**src/rtl/sapl_pkg.sv**
```systemverilog
`timescale 1ns / 1ps
`default_nettype none
package sapl_pkg;

	localparam int ANGLE_FRAC_BITS = 6;
	localparam int ANGLE_W = 15;
	localparam int APB_ADDR_W = 5;

	localparam logic [ANGLE_W-1:0] FULL_TURN = ANGLE_W'(360 << ANGLE_FRAC_BITS);
	localparam logic [10:0] STEADY_LIMIT = 11'd1000;
	localparam logic [9:0] INTEGRAL_CLEAR_LIMIT = 10'd1000;

	localparam int D_SCALE = 4000 << ANGLE_FRAC_BITS;
	localparam logic signed [18:0] BAND = 19'(6 << ANGLE_FRAC_BITS);
	localparam logic signed [28:0] S_MAX = 29'(200 * D_SCALE);
	localparam logic signed [28:0] S_MIN = -S_MAX;
	localparam logic signed [29:0] N_BASE_POS = 30'(1530 * D_SCALE);
	localparam logic signed [29:0] N_BASE_ZERO = 30'(1500 * D_SCALE);
	localparam logic signed [29:0] N_BASE_NEG = 30'(1470 * D_SCALE);
	localparam int CMP_SHIFT = 16;
	localparam longint CMP_DIVISOR = longint'(20000 * 4000) >> (CMP_SHIFT - ANGLE_FRAC_BITS);
	localparam int RECIP_SHIFT = 46;
	localparam logic [29:0] RECIP_MUL =
		30'(((longint'(1) << RECIP_SHIFT) + CMP_DIVISOR - 1) / CMP_DIVISOR);
	localparam logic signed [27:0] ES_MAX = 28'sd67108863;
	localparam logic signed [27:0] ES_MIN = -28'sd67108864;

	localparam logic KIND_MOVE = 1'b0;
	localparam logic LEVEL_RISE = 1'b1;

	typedef enum logic [2:0] {
		REG_PERIOD_COUNT = 3'd0,
		REG_FEEDBACK_MIN_DUTY = 3'd1,
		REG_FEEDBACK_MAX_DUTY = 3'd2,
		REG_PWM_PERIOD = 3'd3,
		REG_STOP_COMPARE = 3'd4
	} reg_idx_t;

	typedef struct packed {
		logic [15:0] period_count;
		logic [15:0] feedback_min_duty;
		logic [15:0] feedback_max_duty;
		logic [15:0] pwm_period;
		logic [15:0] stop_compare;
	} cfg_t;

	typedef struct packed {
		logic start;
		logic full;
		logic [31:0] dividend;
		logic [16:0] divisor;
	} div_req_t;

	typedef struct packed {
		logic done;
		logic [31:0] quotient;
	} div_rsp_t;

	typedef struct packed {
		logic [15:0] compare_value;
		logic settled;
		logic [ANGLE_W-1:0] measured_angle;
	} result_t;

endpackage
`default_nettype wire

```
**src/rtl/sapl_evt_if.sv**
```systemverilog
`timescale 1ns / 1ps
`default_nettype none
interface sapl_evt_if;
	logic valid;
	logic ready;
	logic kind;
	logic [8:0] move_angle;
	logic direction;
	logic [15:0] capture_time;
	logic edge_level;

	modport source (output valid, kind, move_angle, direction, capture_time, edge_level,
		input ready);
	modport sink (input valid, kind, move_angle, direction, capture_time, edge_level,
		output ready);
endinterface
`default_nettype wire

```
**src/rtl/sapl_res_if.sv**
```systemverilog
`timescale 1ns / 1ps
`default_nettype none
interface sapl_res_if;
	logic valid;
	logic ready;
	logic [15:0] compare_value;
	logic settled;
	logic [14:0] measured_angle;

	modport source (output valid, compare_value, settled, measured_angle, input ready);
	modport sink (input valid, compare_value, settled, measured_angle, output ready);
endinterface
`default_nettype wire

```
**src/rtl/servo_angle_pi_loop_top.sv**
```systemverilog
`timescale 1ns / 1ps
`default_nettype none
// channel  dir  handshake             payload
// evt      in   valid/ready           kind, move_angle, direction, capture_time, edge_level
// res      out  valid/ready           compare_value, settled, measured_angle
// apb      in   psel/penable/pready   paddr[4:2] register, pwdata/prdata low 16 bits
//
// A command or a rising edge is handled in the idle state. A falling edge that closes a pulse
// uses 32 steps of the shared divider for duty and 16 for the angle, then the error, PI,
// multiply and compare states; the compare value comes from a reciprocal multiply. A duty
// at or outside the span skips the angle divide; a settling pulse skips PI, multiply and compare.
// arst_n clears the loop state and loads the register reset values.
// A result beat waits in the output register; the next beat is taken meanwhile, and a
// further result holds the sequencer until the output register frees.
module servo_angle_pi_loop_top (
	input logic clk,
	input logic arst_n,
	sapl_evt_if.sink evt,
	sapl_res_if.source res,
	input logic psel,
	input logic penable,
	input logic pwrite,
	input logic [sapl_pkg::APB_ADDR_W-1:0] paddr,
	input logic [31:0] pwdata,
	output logic [31:0] prdata,
	output logic pready
);
	import sapl_pkg::*;

	cfg_t cfg;
	div_req_t div_req;
	div_rsp_t div_rsp;

	sapl_regs u_regs (
		.clk(clk),
		.arst_n(arst_n),
		.psel(psel),
		.penable(penable),
		.pwrite(pwrite),
		.paddr(paddr),
		.pwdata(pwdata),
		.prdata(prdata),
		.pready(pready),
		.cfg(cfg)
	);

	sapl_div u_div (
		.clk(clk),
		.arst_n(arst_n),
		.req(div_req),
		.rsp(div_rsp)
	);

	sapl_core u_core (
		.clk(clk),
		.arst_n(arst_n),
		.evt(evt),
		.res(res),
		.cfg(cfg),
		.div_req(div_req),
		.div_rsp(div_rsp)
	);
endmodule
`default_nettype wire

```
**src/rtl/sapl_regs.sv**
```systemverilog
`timescale 1ns / 1ps
`default_nettype none
module sapl_regs (
	input logic clk,
	input logic arst_n,
	input logic psel,
	input logic penable,
	input logic pwrite,
	input logic [sapl_pkg::APB_ADDR_W-1:0] paddr,
	input logic [31:0] pwdata,
	output logic [31:0] prdata,
	output logic pready,
	output sapl_pkg::cfg_t cfg
);
	import sapl_pkg::*;

	logic wr;
	reg_idx_t idx;

	assign pready = 1'b1;
	assign wr = psel && penable && pwrite && pready;
	assign idx = reg_idx_t'(paddr[APB_ADDR_W-1:2]);

	always_ff @(posedge clk or negedge arst_n) begin
		if (!arst_n) begin
			cfg.period_count <= 16'd1100;
			cfg.feedback_min_duty <= 16'd1901;
			cfg.feedback_max_duty <= 16'd63569;
			cfg.pwm_period <= 16'd19999;
			cfg.stop_compare <= 16'd1500;
		end else if (wr) begin
			unique case (idx)
				REG_PERIOD_COUNT: cfg.period_count <= pwdata[15:0];
				REG_FEEDBACK_MIN_DUTY: cfg.feedback_min_duty <= pwdata[15:0];
				REG_FEEDBACK_MAX_DUTY: cfg.feedback_max_duty <= pwdata[15:0];
				REG_PWM_PERIOD: cfg.pwm_period <= pwdata[15:0];
				REG_STOP_COMPARE: cfg.stop_compare <= pwdata[15:0];
				default: ;
			endcase
		end
	end

	always_comb begin
		unique case (idx)
			REG_PERIOD_COUNT: prdata = {16'h0, cfg.period_count};
			REG_FEEDBACK_MIN_DUTY: prdata = {16'h0, cfg.feedback_min_duty};
			REG_FEEDBACK_MAX_DUTY: prdata = {16'h0, cfg.feedback_max_duty};
			REG_PWM_PERIOD: prdata = {16'h0, cfg.pwm_period};
			REG_STOP_COMPARE: prdata = {16'h0, cfg.stop_compare};
			default: prdata = 32'h0;
		endcase
	end
endmodule
`default_nettype wire

```
**src/rtl/sapl_div.sv**
```systemverilog
`timescale 1ns / 1ps
`default_nettype none
module sapl_div (
	input logic clk,
	input logic arst_n,
	input sapl_pkg::div_req_t req,
	output sapl_pkg::div_rsp_t rsp
);
	import sapl_pkg::*;

	localparam logic [5:0] FULL_STEPS = 6'd32;
	localparam logic [5:0] HALF_STEPS = 6'd16;

	logic [16:0] rem_q;
	logic [16:0] dsr_q;
	logic [31:0] num_q;
	logic [5:0] cnt_q;
	logic busy_q;
	logic done_q;
	logic [17:0] sh;
	logic [18:0] diff;
	logic ge;

	assign sh = {rem_q, num_q[31]};
	assign diff = {1'b0, sh} - {2'b00, dsr_q};
	assign ge = ~diff[18];

	always_ff @(posedge clk or negedge arst_n) begin
		if (!arst_n) begin
			busy_q <= 1'b0;
			done_q <= 1'b0;
			cnt_q <= '0;
		end else begin
			done_q <= 1'b0;
			if (req.start) begin
				busy_q <= 1'b1;
				cnt_q <= req.full ? FULL_STEPS : HALF_STEPS;
			end else if (busy_q) begin
				cnt_q <= cnt_q - 6'd1;
				if (cnt_q == 6'd1) begin
					busy_q <= 1'b0;
					done_q <= 1'b1;
				end
			end
		end
	end

	always_ff @(posedge clk) begin
		if (req.start) begin
			dsr_q <= req.divisor;
			if (req.full) begin
				rem_q <= '0;
				num_q <= req.dividend;
			end else begin
				rem_q <= {1'b0, req.dividend[31:16]};
				num_q <= {req.dividend[15:0], 16'h0};
			end
		end else if (busy_q) begin
			rem_q <= ge ? diff[16:0] : sh[16:0];
			num_q <= {num_q[30:0], ge};
		end
	end

	assign rsp.done = done_q;
	assign rsp.quotient = num_q;
endmodule
`default_nettype wire

```
**src/rtl/sapl_core.sv**
```systemverilog
`timescale 1ns / 1ps
`default_nettype none
module sapl_core (
	input logic clk,
	input logic arst_n,
	sapl_evt_if.sink evt,
	sapl_res_if.source res,
	input sapl_pkg::cfg_t cfg,
	output sapl_pkg::div_req_t div_req,
	input sapl_pkg::div_rsp_t div_rsp
);
	import sapl_pkg::*;

	typedef enum logic [7:0] {
		ST_IDLE = 8'b0000_0001,
		ST_DUTY = 8'b0000_0010,
		ST_ANGLE = 8'b0000_0100,
		ST_ERR = 8'b0000_1000,
		ST_PI = 8'b0001_0000,
		ST_MUL = 8'b0010_0000,
		ST_CMP = 8'b0100_0000,
		ST_WRITE = 8'b1000_0000
	} state_t;

	state_t state_q, state_n;
	logic active_q, active_n;
	logic await_q, await_n;
	logic [15:0] rise_q, rise_n;
	logic [ANGLE_W-1:0] cur_q, cur_n;
	logic [ANGLE_W-1:0] tgt_q, tgt_n;
	logic signed [26:0] es_q, es_n;
	logic [10:0] steady_q, steady_n;
	logic [9:0] sample_q, sample_n;
	logic out_valid_q;
	result_t out_q;
	result_t pend_q, pend_n;
	logic [ANGLE_W-1:0] det_q, det_n;
	logic signed [15:0] e_q, e_n;
	logic [28:0] n_q, n_n;
	logic [28:0] scaled_q, scaled_n;

	logic evt_acc;
	logic load_out;
	logic settle;
	logic [ANGLE_W-1:0] turn;
	logic [16:0] cw0, cw1, cw2, ccw0, ccw1, ccw2, ft17;
	logic [ANGLE_W-1:0] tg;
	logic [15:0] width;
	logic [15:0] per;
	logic [31:0] duty;
	logic [31:0] x;
	logic [15:0] rng;
	logic signed [15:0] e_err;
	logic signed [18:0] e5_err, e5_pi;
	logic in_band;
	logic signed [28:0] e_x, es_x, s_raw, s_clip;
	logic signed [29:0] n_base, n_w;
	logic signed [27:0] es_add;
	logic [9:0] sample_inc;
	logic [44:0] prod;
	logic [58:0] recip;

	assign evt_acc = evt.valid && evt.ready;
	assign evt.ready = (state_q == ST_IDLE);

	assign ft17 = {2'b00, FULL_TURN};
	assign turn = ANGLE_W'(evt.move_angle) << ANGLE_FRAC_BITS;
	assign cw0 = {2'b00, cur_q} - {2'b00, turn};
	assign cw1 = cw0[16] ? cw0 + ft17 : cw0;
	assign cw2 = cw1[16] ? cw1 + ft17 : cw1;
	assign ccw0 = {2'b00, cur_q} + {2'b00, turn};
	assign ccw1 = (ccw0 > ft17) ? ccw0 - ft17 : ccw0;
	assign ccw2 = (ccw1 > ft17) ? ccw1 - ft17 : ccw1;
	assign tg = evt.direction ? ccw2[ANGLE_W-1:0] : cw2[ANGLE_W-1:0];

	assign width = evt.capture_time - rise_q;
	assign per = (cfg.period_count == 16'h0) ? 16'd1 : cfg.period_count;
	assign duty = div_rsp.quotient;
	assign x = duty - {16'h0, cfg.feedback_min_duty};
	assign rng = cfg.feedback_max_duty - cfg.feedback_min_duty;

	assign e_err = $signed({1'b0, det_q}) - $signed({1'b0, tgt_q});
	assign e5_err = $signed({{3{e_err[15]}}, e_err}) * 19'sd5;
	assign in_band = (e5_err < BAND) && (e5_err > -BAND);

	assign e5_pi = $signed({{3{e_q[15]}}, e_q}) * 19'sd5;
	assign e_x = $signed({{13{e_q[15]}}, e_q});
	assign es_x = $signed({{2{es_q[26]}}, es_q});
	assign s_raw = e_x * 29'sd101 + es_x;
	assign s_clip = (s_raw > S_MAX) ? S_MAX : ((s_raw < S_MIN) ? S_MIN : s_raw);
	assign n_base = (e5_pi > BAND) ? N_BASE_POS : ((e5_pi < -BAND) ? N_BASE_NEG : N_BASE_ZERO);
	assign n_w = n_base + $signed({s_clip[28], s_clip});
	assign es_add = $signed({es_q[26], es_q}) + $signed({{12{e_q[15]}}, e_q});
	assign sample_inc = sample_q + 10'd1;
	assign prod = {16'h0, n_q} * {29'h0, cfg.pwm_period};
	assign recip = {30'h0, scaled_q} * {29'h0, RECIP_MUL};

	always_comb begin
		state_n = state_q;
		active_n = active_q;
		await_n = await_q;
		rise_n = rise_q;
		cur_n = cur_q;
		tgt_n = tgt_q;
		es_n = es_q;
		steady_n = steady_q;
		sample_n = sample_q;
		pend_n = pend_q;
		det_n = det_q;
		e_n = e_q;
		n_n = n_q;
		scaled_n = scaled_q;
		div_req = '0;
		load_out = 1'b0;
		settle = 1'b0;
		unique case (state_q)
			ST_IDLE: begin
				if (evt_acc) begin
					if (evt.kind == KIND_MOVE) begin
						tgt_n = tg;
						active_n = 1'b1;
						await_n = 1'b0;
						es_n = '0;
						steady_n = '0;
						sample_n = '0;
					end else if (active_q) begin
						if (!await_q) begin
							if (evt.edge_level == LEVEL_RISE) begin
								rise_n = evt.capture_time;
								await_n = 1'b1;
							end
						end else if (evt.edge_level != LEVEL_RISE) begin
							await_n = 1'b0;
							div_req.start = 1'b1;
							div_req.full = 1'b1;
							div_req.dividend = {width, 16'h0};
							div_req.divisor = {1'b0, per};
							state_n = ST_DUTY;
						end
					end
				end
			end
			ST_DUTY: begin
				if (div_rsp.done) begin
					if (cfg.feedback_max_duty <= cfg.feedback_min_duty ||
							duty <= {16'h0, cfg.feedback_min_duty}) begin
						det_n = '0;
						state_n = ST_ERR;
					end else if (x >= {16'h0, rng}) begin
						det_n = FULL_TURN;
						state_n = ST_ERR;
					end else begin
						div_req.start = 1'b1;
						div_req.full = 1'b0;
						div_req.dividend = {16'h0, x[15:0]} * {17'h0, FULL_TURN};
						div_req.divisor = {1'b0, rng};
						state_n = ST_ANGLE;
					end
				end
			end
			ST_ANGLE: begin
				if (div_rsp.done) begin
					det_n = div_rsp.quotient[ANGLE_W-1:0];
					state_n = ST_ERR;
				end
			end
			ST_ERR: begin
				if (in_band && steady_q > STEADY_LIMIT) begin
					settle = 1'b1;
					pend_n.compare_value = cfg.stop_compare;
					pend_n.settled = 1'b1;
					pend_n.measured_angle = det_q;
					cur_n = det_q;
					active_n = 1'b0;
					state_n = ST_WRITE;
				end else begin
					steady_n = in_band ? steady_q + 11'd1 : 11'd0;
					e_n = e_err;
					state_n = ST_PI;
				end
			end
			ST_PI: begin
				n_n = n_w[28:0];
				if (es_add > ES_MAX) begin
					es_n = ES_MAX[26:0];
				end else if (es_add < ES_MIN) begin
					es_n = ES_MIN[26:0];
				end else begin
					es_n = es_add[26:0];
				end
				sample_n = sample_inc;
				if (sample_inc > INTEGRAL_CLEAR_LIMIT) begin
					sample_n = '0;
					es_n = '0;
				end
				state_n = ST_MUL;
			end
			ST_MUL: begin
				scaled_n = prod[44:CMP_SHIFT];
				state_n = ST_CMP;
			end
			ST_CMP: begin
				pend_n.compare_value = {3'b000, recip[58:RECIP_SHIFT]};
				pend_n.settled = 1'b0;
				pend_n.measured_angle = det_q;
				state_n = ST_WRITE;
			end
			ST_WRITE: begin
				if (!out_valid_q || res.ready) begin
					load_out = 1'b1;
					state_n = ST_IDLE;
				end
			end
			default: state_n = ST_IDLE;
		endcase
	end

	always_ff @(posedge clk or negedge arst_n) begin
		if (!arst_n) begin
			state_q <= ST_IDLE;
			active_q <= 1'b0;
			await_q <= 1'b0;
			rise_q <= '0;
			cur_q <= '0;
			tgt_q <= '0;
			es_q <= '0;
			steady_q <= '0;
			sample_q <= '0;
			out_valid_q <= 1'b0;
		end else begin
			state_q <= state_n;
			active_q <= active_n;
			await_q <= await_n;
			rise_q <= rise_n;
			cur_q <= cur_n;
			tgt_q <= tgt_n;
			es_q <= es_n;
			steady_q <= steady_n;
			sample_q <= sample_n;
			if (load_out) begin
				out_valid_q <= 1'b1;
			end else if (res.ready) begin
				out_valid_q <= 1'b0;
			end
		end
	end

	always_ff @(posedge clk) begin
		pend_q <= pend_n;
		det_q <= det_n;
		e_q <= e_n;
		n_q <= n_n;
		scaled_q <= scaled_n;
		if (load_out) begin
			out_q <= pend_q;
		end
	end

	assign res.valid = out_valid_q;
	assign res.compare_value = out_q.compare_value;
	assign res.settled = out_q.settled;
	assign res.measured_angle = out_q.measured_angle;

	a_settle_disarms: assert property (@(posedge clk) disable iff (!arst_n)
		settle |=> !active_q && state_q == ST_WRITE)
		else $error("settle did not disarm the loop");

	a_target_range: assert property (@(posedge clk) disable iff (!arst_n)
		tgt_q <= FULL_TURN && cur_q <= FULL_TURN)
		else $error("angle state out of range");

	a_out_angle: assert property (@(posedge clk) disable iff (!arst_n)
		res.valid |-> res.measured_angle <= FULL_TURN)
		else $error("measured angle out of range");

	a_counts: assert property (@(posedge clk) disable iff (!arst_n)
		steady_q <= STEADY_LIMIT + 11'd1 && sample_q <= INTEGRAL_CLEAR_LIMIT)
		else $error("sample counters overran");

	a_integral_clear: assert property (@(posedge clk) disable iff (!arst_n)
		(state_q == ST_PI && sample_inc > INTEGRAL_CLEAR_LIMIT) |=> es_q == 27'sd0)
		else $error("integral not cleared");

	a_no_overwrite: assert property (@(posedge clk) disable iff (!arst_n)
		load_out |-> !out_valid_q || res.ready)
		else $error("result beat overwritten");
endmodule
`default_nettype wire
```
**src/flat_wrapper.sv**
```systemverilog
// flat-port wrapper written by rule: the top's interface ports become plain ports
module servo_angle_pi_loop_top_flat import sapl_pkg::*;
  (clk, arst_n, psel, penable, pwrite, paddr, pwdata, prdata, pready, evt_valid, evt_kind, evt_move_angle, evt_direction, evt_capture_time, evt_edge_level, evt_ready, res_valid, res_compare_value, res_settled, res_measured_angle, res_ready);
  sapl_evt_if evt_i ();
  sapl_res_if res_i ();
  input logic clk;
  input logic arst_n;
  input logic psel;
  input logic penable;
  input logic pwrite;
  input logic [sapl_pkg::APB_ADDR_W-1:0] paddr;
  input logic [31:0] pwdata;
  output logic [31:0] prdata;
  output logic pready;
  input wire logic [$bits(evt_i.valid)-1:0] evt_valid;
  input wire logic [$bits(evt_i.kind)-1:0] evt_kind;
  input wire logic [$bits(evt_i.move_angle)-1:0] evt_move_angle;
  input wire logic [$bits(evt_i.direction)-1:0] evt_direction;
  input wire logic [$bits(evt_i.capture_time)-1:0] evt_capture_time;
  input wire logic [$bits(evt_i.edge_level)-1:0] evt_edge_level;
  output wire logic [$bits(evt_i.ready)-1:0] evt_ready;
  output wire logic [$bits(res_i.valid)-1:0] res_valid;
  output wire logic [$bits(res_i.compare_value)-1:0] res_compare_value;
  output wire logic [$bits(res_i.settled)-1:0] res_settled;
  output wire logic [$bits(res_i.measured_angle)-1:0] res_measured_angle;
  input wire logic [$bits(res_i.ready)-1:0] res_ready;
  assign evt_i.valid = evt_valid;
  assign evt_i.kind = evt_kind;
  assign evt_i.move_angle = evt_move_angle;
  assign evt_i.direction = evt_direction;
  assign evt_i.capture_time = evt_capture_time;
  assign evt_i.edge_level = evt_edge_level;
  assign evt_ready = evt_i.ready;
  assign res_valid = res_i.valid;
  assign res_compare_value = res_i.compare_value;
  assign res_settled = res_i.settled;
  assign res_measured_angle = res_i.measured_angle;
  assign res_i.ready = res_ready;
  servo_angle_pi_loop_top u_core (.clk(clk), .arst_n(arst_n), .evt(evt_i), .res(res_i), .psel(psel), .penable(penable), .pwrite(pwrite), .paddr(paddr), .pwdata(pwdata), .prdata(prdata), .pready(pready));
endmodule
```
**config.mk**
```make
export PLATFORM = sky130hd
export DESIGN_NAME = servo_angle_pi_loop_top_flat
export DESIGN_NICKNAME = d
export VERILOG_FILES = /design/src/rtl/sapl_pkg.sv /design/src/rtl/sapl_evt_if.sv /design/src/rtl/sapl_res_if.sv /design/src/rtl/servo_angle_pi_loop_top.sv /design/src/rtl/sapl_regs.sv /design/src/rtl/sapl_div.sv /design/src/rtl/sapl_core.sv /design/src/flat_wrapper.sv
export SDC_FILE = /design/constraint.sdc
export NUM_CORES = 2
export LEC_CHECK = 0
export BUFFER_PORTS_ARGS = -buffer_cell sky130_fd_sc_hd__buf_4
export CORE_MARGIN = 3
export CORE_UTILIZATION = 30
export CTS_BUF_LIST = sky130_fd_sc_hd__clkbuf_8
export DETAILED_ROUTE_END_ITERATION = 6
export PLACE_DENSITY_LB_ADDON = 0.1
export SLEW_MARGIN = 25
export SYNTH_ARGS = -nofsm -noshare
export SYNTH_HDL_FRONTEND = slang
export SYNTH_SLANG_ARGS = --single-unit
```
**constraint.sdc**
```tcl
create_clock -name clk -period 10.1 [get_ports clk]
set_input_delay 1.01 -clock clk [delete_from_list [all_inputs] [get_ports clk]]
set_output_delay 1.01 -clock clk [all_outputs]
set_load 0.02 [all_outputs]
```
==> metrics <==
cts hold-fix bufs 0; TritonCTS Sinks 411; Post-DRT Antenna Nets 0; CTS Buffer Depth 3; max_cap viols 0; vias per inst 4.720; layout cells sized above 1 8.218%; drt pass-1 iters 5; Critical R2R Capture u_core.u_core.n_q[27]; Die ar. 210,700 um2; Min Clock Period, post-route 8.667 ns; num ports 139; Nets 8,085; Worst setup EP type flop; unrepaired setup endpoints after global routing no; FFs w/ async S/R, synth 46.96%; Core ar. 203,100 um2; area grow syn2layout 9.398%; Final Hold Slack 0.1912 ns; Leakage Power 31.82 nW; cts bufs inserted 85; height of the die 459.1 um; Worst Max-Slew Pin Slew 1.002 ns; Yosys reg bits 411; Worst Setup Path Type reg -> reg; post_cts resized 0; I/O Buffers 103; Post-synth EDFFs 218; busiest layer in global routing met2; Top FF cell, synth edfxtp_1; global-route wire length before repair 289,300 um; met3 Use GR 2.542%; H-tree depth 3; antenna violations before repair 7; Crit path required time 10.60 ns; CP peak stage delay 0.75 ns; maximum VDD drop 0.9697 mV; maximum clock rate 115.4 MHz; Fin Setup TNS 0 ns; status finished, final reports clean; count leader, synth inv_1; root buf cell clkbuf_8; yosys warns 0; Hold/Removal Path Class in -> async; final HPWL from detailed placement 153,300 um; Post-Syn Area 61,580 um2; post-CTS setup buffer count 0; synthesized area per cell 9.865 um2; r2r setup slk 1.43 ns; total number of vias 42,910; row cnt 165; clk slew on worst S/H paths 0.06 ns; All-Layer GR Usage 18.05%; R2R Path Start u_core.u_core.e_q[15]; DP Cell Count 8,927; crit path DAT 9.17 ns; drt total wl 186,600 um; most area-consuming cells after synthesis fa_1 (30%), ha_1 (15%), edfxtp_1 (11%); Synth Instances 6,242; Synth area leader fa_1; Setup violations, final 0; M2 GR Usage 30.44%; largest net degree at the start of global routing 77; Worst slew margin 33.16%; final period utilization 85.81%; Initial DRC Count 2,007; CTS tree yes; Synth cell types 114; clk_lat worst skew 0.80 ns; gpl congestion 0.8318; GRT overflow 0; fill count 21,090; Max FO, Critical Path 22; critical path's slowest cell edfxtp_1; Max Slew Vio Count 0; synth cell count leaders inv_1 (1,336), fa_1 (922), ha_1 (749); Final Hold Fails 0; PwrDens 359.4 nW/um2; post-synth top area share 29.97%; total chip power 24.21 mW; final std cells w/o fill 9,091; depth of the most critical reg-to-reg path 29; Initial Utilization 30.31%; Post-route DRC 0; clock skew 0.05643 ns; Avg WL per Cell 20.52 um; Setup crit start kind flop; met1 Usage GRT 23.68%; post-synthesis sequential area ratio 18.55%; vias in the first global route 47,070; Die X-Extent 459.1 um
[critical path: cells and delay by family (launching register included)]
kind	cells	cell delay (ns)
adder cells (fa/ha/maj)	6	2.20
AO/OA/AOI/OAI	15	3.22
AND/OR/NAND/NOR	5	1.66
flip-flops	1	0.75
buffers and inverters	3	0.57
[placed cells by master, fill, tap and decap left out, drive strengths merged, types with 15 or more instances in the layout]
cell	Yosys	routed
a21o	107	107
a31oi	29	29
a211oi	28	28
fa	922	922
nand2	570	570
and2	189	189
mux2	123	123
o31ai	24	24
o21a	38	38
nor3	72	72
clkbuf	136	100
xnor2	167	167
buf	37	170
o21ai	211	211
or2	21	21
o211ai	57	57
inv	1336	1372
and3	41	41
clkinv	0	15
a21oi	182	182
o22ai	25	25
conb	2	18
ha	749	749
a22oi	36	36
or3	19	19
dfrtp	156	156
edfxtp	218	218
nand3	81	81
nand4	33	33
mux2i	22	22
dfstp	37	37
nor4	22	22
xor2	72	72
nor2	175	175
nand2b	31	31
o21bai	26	26
nor2b	32	32
[cell families after synthesis]
logic type	after synthesis	synth area share, %
AO/OA/AOI/OAI	904	9.932
XOR/XNOR	239	3.412
adder cells (fa/ha/maj)	1675	45.26
buffers and inverters	1509	9.381
flip-flops	411	18.55
multiplexers	145	2.688
other	2	0.01220
AND/OR/NAND/NOR	1357	10.77
[per-layer routing]
metal	up-vias	share of wire, %
met4	0	3.5
li1	20450	-
met2	649	48
met1	21600	45
met3	204	3.8
met5	-	0
[worst max-delay path by stage]
| stage | startpoint | end | slack (ns) | cells past startpoint |
|---|---|---|---|---|
| floorplan | u_core.u_core.e_q[15] | u_core.u_core.n_q[27] | 1.84 | 32 |
| global placement | u_core.u_core.e_q[15] | u_core.u_core.n_q[27] | 1.48 | 29 |
| detailed placement | u_core.u_core.e_q[15] | u_core.u_core.n_q[27] | 1.41 | 29 |
| CTS | u_core.u_core.e_q[15] | u_core.u_core.n_q[27] | 1.46 | 29 |
| global route | u_core.u_core.e_q[15] | u_core.u_core.n_q[27] | 0.92 | 29 |
| finish | u_core.u_core.e_q[15] | u_core.u_core.n_q[27] | 1.43 | 29 |
[final cells by class]
class | count | area, um2 | area share (%)
multi-input combinational | 4338 | 44510 | 66.07
antenna | 6 | 15.01 | 0.02229
clock buffer | 100 | 1376 | 2.043
tap | 2672 | 3343 | 4.963
timing repair buffer | 170 | 1287 | 1.911
sequential | 411 | 11420 | 16.96
clock inverter | 58 | 397.9 | 0.5906
inverter | 1336 | 5015 | 7.444
[flip-flops by register name (all words and copies together) (netlist names), 16 cells and up]
| register | cells |
|---|---|
| u_core.u_core.e_q | 16 |
| u_core.u_core.es_q | 27 |
| u_core.u_core.n_q | 29 |
| u_core.u_core.pend_q | 32 |
| u_core.u_core.res.compare_value | 16 |
| u_core.u_core.rise_q | 16 |
| u_core.u_core.scaled_q | 29 |
| u_core.u_div.dsr_q | 16 |
| u_core.u_div.num_q | 32 |
| u_core.u_div.rem_q | 17 |
| u_core.u_regs.cfg | 80 |
[power by group]
group | switching (mW) | total, mW | leakage, nW | internal, mW
Sequential | 0.283 | 2.76 | 4.48 | 2.48
Clock | 0.850 | 1.86 | 1.02 | 1.01
Combinational | 11.2 | 19.6 | 26.3 | 8.35
[per-stage QoR]
stage          setup WS [ns]  cell area (um2)  util, %
6_report               1.433            67360    33.16
5_1_grt               0.9154            67350    33.16
4_1_cts                1.457            67350    33.15
3_5_place_dp           1.408            65570    32.28
3_3_place_gp           1.480            65570    32.28
2_1_floorplan          1.844            61640        -
(Power assumes the default switching activity.)
